`config.mk`:
```
export PLATFORM = sky130hd
export DESIGN_NAME = cnms_dist
export DESIGN_NICKNAME = d
export VERILOG_FILES = /design/src/cnms_pkg.sv /design/src/cnms_dist.sv
export SDC_FILE = /design/constraint.sdc
export NUM_CORES = 1
export LEC_CHECK = 0
export BUFFER_PORTS_ARGS = -buffer_cell sky130_fd_sc_hd__buf_2
export CORE_ASPECT_RATIO = 0.7
export CORE_MARGIN = 5
export CORE_UTILIZATION = 65
export CTS_CLUSTER_SIZE = 28
export DETAILED_ROUTE_END_ITERATION = 8
export PLACE_DENSITY = 0.86
export SLEW_MARGIN = 30
export SYNTH_ARGS = -nofsm -noshare
export SYNTH_HDL_FRONTEND = slang
export SYNTH_SLANG_ARGS = --single-unit
```
`constraint.sdc`:
```
create_clock -name clk -period 8.2 [get_ports clk]
set_input_delay 0.82 -clock clk [delete_from_list [all_inputs] [get_ports clk]]
set_output_delay 0.82 -clock clk [all_outputs]
set_load 0.02 [all_outputs]
```
`src/cnms_pkg.sv`:
```
// ---------------------------------------------------------------------------
// cnms_pkg: shared constants and types for the circle NMS filter
// Widths of the stream payloads, the center memory and the distance datapath.
// ---------------------------------------------------------------------------
package cnms_pkg;

  localparam int MAX_KEPT   = 256;
  localparam int COORD_BITS = 18;
  localparam int RADIUS_W   = 17;
  localparam int R2_W       = 2 * RADIUS_W;
  localparam int COUNT_W    = 9;
  localparam int COUNT_MAX  = (1 << COUNT_W) - 1;

  localparam int FILL_W = $clog2(MAX_KEPT + 1);
  localparam int ADDR_W = (MAX_KEPT > 1) ? $clog2(MAX_KEPT) : 1;
  localparam int ENTRY_W = 2 * COORD_BITS;

  localparam int SQ_W  = 2 * COORD_BITS;
  localparam int SUM_W = SQ_W + 1;
  localparam int CMP_W = (SUM_W > R2_W) ? SUM_W : R2_W;

  localparam int IN_TDATA_W  = ((2 * COORD_BITS + 7) / 8) * 8;
  localparam int OUT_FIELD_W = COUNT_W + 2;
  localparam int OUT_TDATA_W = ((OUT_FIELD_W + 7) / 8) * 8;

  // Bit positions of the result fields inside the output tdata.
  localparam int OUT_KEEP_BIT = 0;
  localparam int OUT_TOT_LSB  = 1;
  localparam int OUT_TOT_MSB  = COUNT_W;
  localparam int OUT_OVF_BIT  = COUNT_W + 1;

  typedef struct packed {
    logic busy;
    logic hit;
  } dist_status_t;

endpackage

```
`src/cnms_dist.sv`:
```
// ---------------------------------------------------------------------------
// cnms_dist: pipelined squared-distance compare
// Absolute differences, exact squares, then sum against the squared radius.
// ---------------------------------------------------------------------------
module cnms_dist (
  input  logic                                  clk,
  input  logic                                  rst,
  input  logic                                  flush,
  input  logic                                  in_valid,
  input  logic signed [cnms_pkg::COORD_BITS-1:0] ref_x,
  input  logic signed [cnms_pkg::COORD_BITS-1:0] ref_y,
  input  logic [cnms_pkg::ENTRY_W-1:0]          entry,
  input  logic [cnms_pkg::R2_W-1:0]             radius_sq,
  output cnms_pkg::dist_status_t                stat
);
  import cnms_pkg::*;

  logic [COORD_BITS:0]   dx;
  logic [COORD_BITS:0]   dy;
  logic [COORD_BITS:0]   dx_abs;
  logic [COORD_BITS:0]   dy_abs;
  logic [COORD_BITS-1:0] ax;
  logic [COORD_BITS-1:0] ay;
  logic                  a_valid;
  logic [SQ_W-1:0]       sq_x;
  logic [SQ_W-1:0]       sq_y;
  logic                  b_valid;
  logic [CMP_W-1:0]      dist_sq;
  logic                  hit;

  // Entry holds y in the upper half and x in the lower half.
  assign dx = {ref_x[COORD_BITS-1], ref_x} - {entry[COORD_BITS-1], entry[COORD_BITS-1:0]};
  assign dy = {ref_y[COORD_BITS-1], ref_y} -
              {entry[ENTRY_W-1], entry[ENTRY_W-1:COORD_BITS]};
  assign dx_abs = dx[COORD_BITS] ? (~dx + 1'b1) : dx;
  assign dy_abs = dy[COORD_BITS] ? (~dy + 1'b1) : dy;

  assign dist_sq = CMP_W'(sq_x) + CMP_W'(sq_y);

  always_ff @(posedge clk) begin
    if (rst || flush) begin
      a_valid <= 1'b0;
      b_valid <= 1'b0;
      hit     <= 1'b0;
    end else begin
      a_valid <= in_valid;
      b_valid <= a_valid;
      hit     <= b_valid && (dist_sq < CMP_W'(radius_sq));
    end
  end

  always_ff @(posedge clk) begin
    ax   <= dx_abs[COORD_BITS-1:0];
    ay   <= dy_abs[COORD_BITS-1:0];
    sq_x <= ax * ax;
    sq_y <= ay * ay;
  end

  assign stat.busy = a_valid || b_valid;
  assign stat.hit  = hit;

endmodule

```
After elaboration in Yosys (flattened, before gate mapping)

Cells that the tools add are included.

Add/subtract/negate cells: 5
Multipliers: 2
Order comparisons: 1
Multiplexer cells: 2
Bitwise gates (word level): 2
Reduce and logical (&&, ||, !) cells: 3

Operator list:

| kind                                          | number |
|---|---|
| multiplier 18 x 18 -> 36 bit                  | 2 |
| subtractor 18 x 18 -> 19 bit                  | 2 |
| adder 36 x 36 -> 37 bit                       | 1 |
| less-than comparator 37 x 34 -> 1 bit         | 1 |
| adder 18 x 1 -> 18 bit, second input constant | 2 |
| two-way mux 18 bit                            | 2 |
| NOT 18 bit                                    | 2 |
| logical OR 1 bit                              | 2 |
| logical AND 1 bit                             | 1 |

Bits in registers: 111
Bits of input ports: 110
Output and inout port bits: 2
Word-level logic and storage cells: 22

Depth between registers and ports, before layout

Word-level depth: 4
Depth in mapped cells: 27
Gate-level depth less buffers: 25

Worst setup path after synthesis

OpenSTA, ideal clock, no wires.

Path kind: register -> register
Start point: register ax[13]
End point: register sq_x[32]
Setup time: 0.125 ns
Arrival time: 6.326 ns
Required time: 8.075 ns
Setup slack: 1.748 ns
Cell stages (with the launch flop): 24
Path buffers: 2
Clock period less this slack: 6.452 ns
Cell sequence: dfxtp_1 > clkbuf_1 > clkbuf_1 > nand2_1 > fa_1 > fa_1 > fa_1 > inv_1 > fa_1 > fa_1 > inv_1 > fa_1 > inv_1 > ha_1 > a21o_1 > a21o_1 > a21o_1 > a21o_1 > a221oi_1 > o21ai_0 > a21o_1 > a211o_1 > a21oi_1 > xnor2_1

Cells in the longest elaborated chain, start to end: 1

RTL lines:

| item                         | RTL line        | source |
|---|---|---|
| start: declaration           | cnms_dist.sv:22 | `logic [COORD_BITS-1:0] ax;` |
| start signal: assignment     | cnms_dist.sv:53 | `ax <= dx_abs[COORD_BITS-1:0];` |
| multiplier 18 x 18 -> 36 bit | cnms_dist.sv:55 | `sq_x <= ax * ax;` |
| end signal: assignment       | cnms_dist.sv:55 |  |
| end: declaration             | cnms_dist.sv:25 | `logic [SQ_W-1:0] sq_x;` |

Every way passes these cells.
A chain may end at the register's enable or synchronous reset.

Final worst setup path

Start point: register ay[5]
End point: register sq_y[35]

Cells in the longest elaborated chain, start to end: 1

RTL lines:

| item                         | RTL line        | source |
|---|---|---|
| start: declaration           | cnms_dist.sv:23 | `logic [COORD_BITS-1:0] ay;` |
| start signal: assignment     | cnms_dist.sv:54 | `ay <= dy_abs[COORD_BITS-1:0];` |
| multiplier 18 x 18 -> 36 bit | cnms_dist.sv:56 | `sq_y <= ay * ay;` |
| end signal: assignment       | cnms_dist.sv:56 |  |
| end: declaration             | cnms_dist.sv:26 | `logic [SQ_W-1:0] sq_y;` |

Every way passes these cells.

==> impl_metrics.py <==
metrics = {
    "status": {
        "status": "finished clean",
    },
    "worst_setup_path": {
        "path_buf_inv": 6,
        "worstReg2RegStart": "ay[5]$_DFF_P_",
        "path_cells": "and2_1, inv_1, fa_1, inv_1, fa_1, inv_1, fa_1, fa_1, inv_1, fa_1, inv_1, fa_1, inv_1, ha_1, a21o_1, a21oi_1, nor3b_1, a211oi_1, o21ai_0, a311oi_1, o21ai_0, a21oi_1, xnor2_1",
        "startpoint_type": "register",
        "r2r_setup_slack_ps": 710,
        "rr_endpoint": "sq_y[35]$_DFF_P_",
        "worstSetupPathType": "reg -> reg",
        "crit_arrival_ps": 7790,
        "required_ps": 8510,
        "ff2ff_path_depth": 23,
        "startpoint": "ay[5]$_DFF_P_",
        "path_depth": 23,
        "cp-end-kind": "register",
        "crit_slowest_cell": "dfxtp_1",
        "crit_path_max_fanout": 18,
        "crit_family": "adder cells",
        "endpoint": "sq_y[35]$_DFF_P_",
        "crit_path_max_incr_delay_ps": 780,
    },
    "floorplanning": {
        "start_util_pct": 66.1,
        "fp.dieH_um": 173,
        "die_area_um2": 42000,
        "fp.dieW_um": 243,
        "io_pins": 112,
        "core_um2": 37300,
        "rows": 59,
    },
    "clock_network": {
        "cts_sinks": 109,
        "cts_buffers": 9,
        "cts_hold_buf": 0,
        "cts_resized": 0,
        "htree_levels": 3,
        "clock_path_buffers": 2,
        "post-cts-setup-buffers": 0,
        "root_buffer": "clkbuf_16",
        "insertion_delay_ps": 380,
        "cts_tree": "done",
        "clk_pin_slew_ps": 80,
    },
    "grt": {
        "grt_pass1_wl_um": 93200,
        "grtUsageTotal_pct": 26.5,
        "antenna_found_initial": 0,
        "grt-ovfl-total": 0,
        "grt_start_max_net_pins": 21,
        "grt_pass1_vias": 20500,
    },
    "synth": {
        "yosys_warnings": 0,
        "ys_async_sr_fraction_pct": 0,
        "synth_area_um2": 24600,
        "synth.distinct_cells": 73,
        "synth_seq_area_share_pct": 8.86,
        "ys.flop_type": "dfxtp_1",
        "synth_edf_count": 0,
        "avgSynthCellArea_um2": 8.95,
        "synth_nets": 3627,
        "synth_seq_cells": 109,
        "synthCells": 2751,
    },
    "worst_hold_path": {
        "whs_path_depth": 1,
        "worstHoldStart": "a_valid$_SDFF_PP0_",
        "hp-class": "reg -> reg",
    },
    "timing": {
        "tightest_slew_ps": 915,
        "finalHoldViolCount": 0,
        "max_freq_ghz": 0.134,
        "period_minus_slack_ps": 7490,
        "tns_ps": 0,
        "rsz0062_at_grt": "no",
        "setup_viol": 0,
        "slew_headroom_pct": 38.7,
        "clock_skew_ps": 13.6,
        "finalCritPeriodShare_pct": 91.3,
        "drv_slew": 0,
    },
    "route": {
        "dr_total_vias": 18300,
        "wl_um": 53300,
        "wl_per_cell_um": 16.0,
        "via_per_inst": 5.51,
        "drtPass1Iterations": 8,
        "initialDrtViolationCount": 1170,
        "drc": 0,
        "ant_nets": 0,
    },
    "placed_design": {
        "dp_hpwl_um": 45800,
        "gp_congestion": 0.961,
        "io_buffers": 111,
    },
    "layout": {
        "final_cell_mix": "inv_1, fa_1, ha_1",
        "diodes": 0,
        "fill_cells": 2765,
        "syn_to_final_growth_pct": 5.37,
        "final_nets": 3706,
        "drive_gt1_share_pct": 5.96,
        "layout_commonest_cell": "inv_1",
    },
    "flow_run": {
        "maxCapViolCount": 0,
    },
}
==> registers in the layout, indices dropped and copies added, names as in the netlist <==
signal / count
sq_x: 35
sq_y: 35
ay: 18
ax: 18
b_valid: 1
hit: 1
a_valid: 1
==> cells in the mapped netlist, types with 10 or more instances <==
cell      number  share of area [%]
clkbuf_1      50               0.76
o21bai_1      13               0.40
xnor2_1      113                4.0
o21ai_0       53                1.1
nor2_1        83                1.3
ha_1         329                 17
nand4_1       14               0.36
dfxtp_1      109                8.9
xor2_1        42                1.5
nand2_1      226                3.4
a21oi_1      104                2.1
nand2b_1      23               0.58
nor3_1        17               0.35
o21a_1        22               0.67
fa_1         437                 36
nor2b_1       26               0.66
and2_1       133                3.4
inv_1        734                 11
nand3_1       17               0.35
a31oi_1       10               0.25
a21o_1        59                1.8
==> through the flow <==
| step | utilization (%) | worst slack (ps) | instance area [µm²] | hold slack [ps] | std cells |
|---|---|---|---|---|---|
| after floorplan | - | 1750 | 24600 | 404 | 2751 |
| after global placement | 68.8 | 1140 | 25700 | 427 | 3307 |
| after detailed placement | 68.8 | 886 | 25700 | 446 | 3307 |
| after CTS | 69.6 | 835 | 26000 | 471 | 3323 |
| after global routing | 69.6 | 345 | 26000 | 488 | 3323 |
| final | 69.6 | 714 | 26000 | 473 | 3323 |
==> worst min-delay path by stage <==
stage               slack [ps]                  to
floorplan                  400     sq_x[0]$_DFF_P_
global placement           430  b_valid$_SDFF_PP0_
detailed placement         450  b_valid$_SDFF_PP0_
CTS                        470  b_valid$_SDFF_PP0_
global route               490  b_valid$_SDFF_PP0_
finish                     470  b_valid$_SDFF_PP0_
==> cell type report <==
| type | count | area, µm² | area share [%] |
|---|---|---|---|
| clock inverter | 7 | 65.1 | 0.251 |
| clock buffer | 9 | 225 | 0.868 |
| tap | 488 | 611 | 2.35 |
| inverter | 734 | 2760 | 10.6 |
| multi-input combinational | 1856 | 19500 | 75.1 |
| timing repair buffer | 120 | 623 | 2.40 |
| sequential | 109 | 2180 | 8.41 |
==> routing by layer <==
metal  global-route usage [%]  up-vias  part of all wire [%]
met2                     45.7      595                    49
li1                         -     8582                     -
met5                        0        -                     0
met4                     8.25        0                   2.9
met3                     5.02      115                   6.4
met1                     34.3     9016                    42
==> logic make-up after synthesis <==
kind of cell    synth area share [%]
fa+ha+maj                       52.2
flops                           8.86
xor+xnor                        5.51
simple gates                    11.8
mux                            0.300
compound gates                  9.29
buf+inv                         12.0
==> worst register-to-register path: cells and delay by family (launching register included) <==
family,cells,cell delay [ps]
compound gates,7,2420
buf+inv,6,330
xor+xnor,1,150
simple gates,2,350
fa+ha+maj,7,3400
flops,1,780
Power is left out: the tool's default activity adds up to more than one toggle a clock period on the data nets, which glitch-free logic cannot reach.
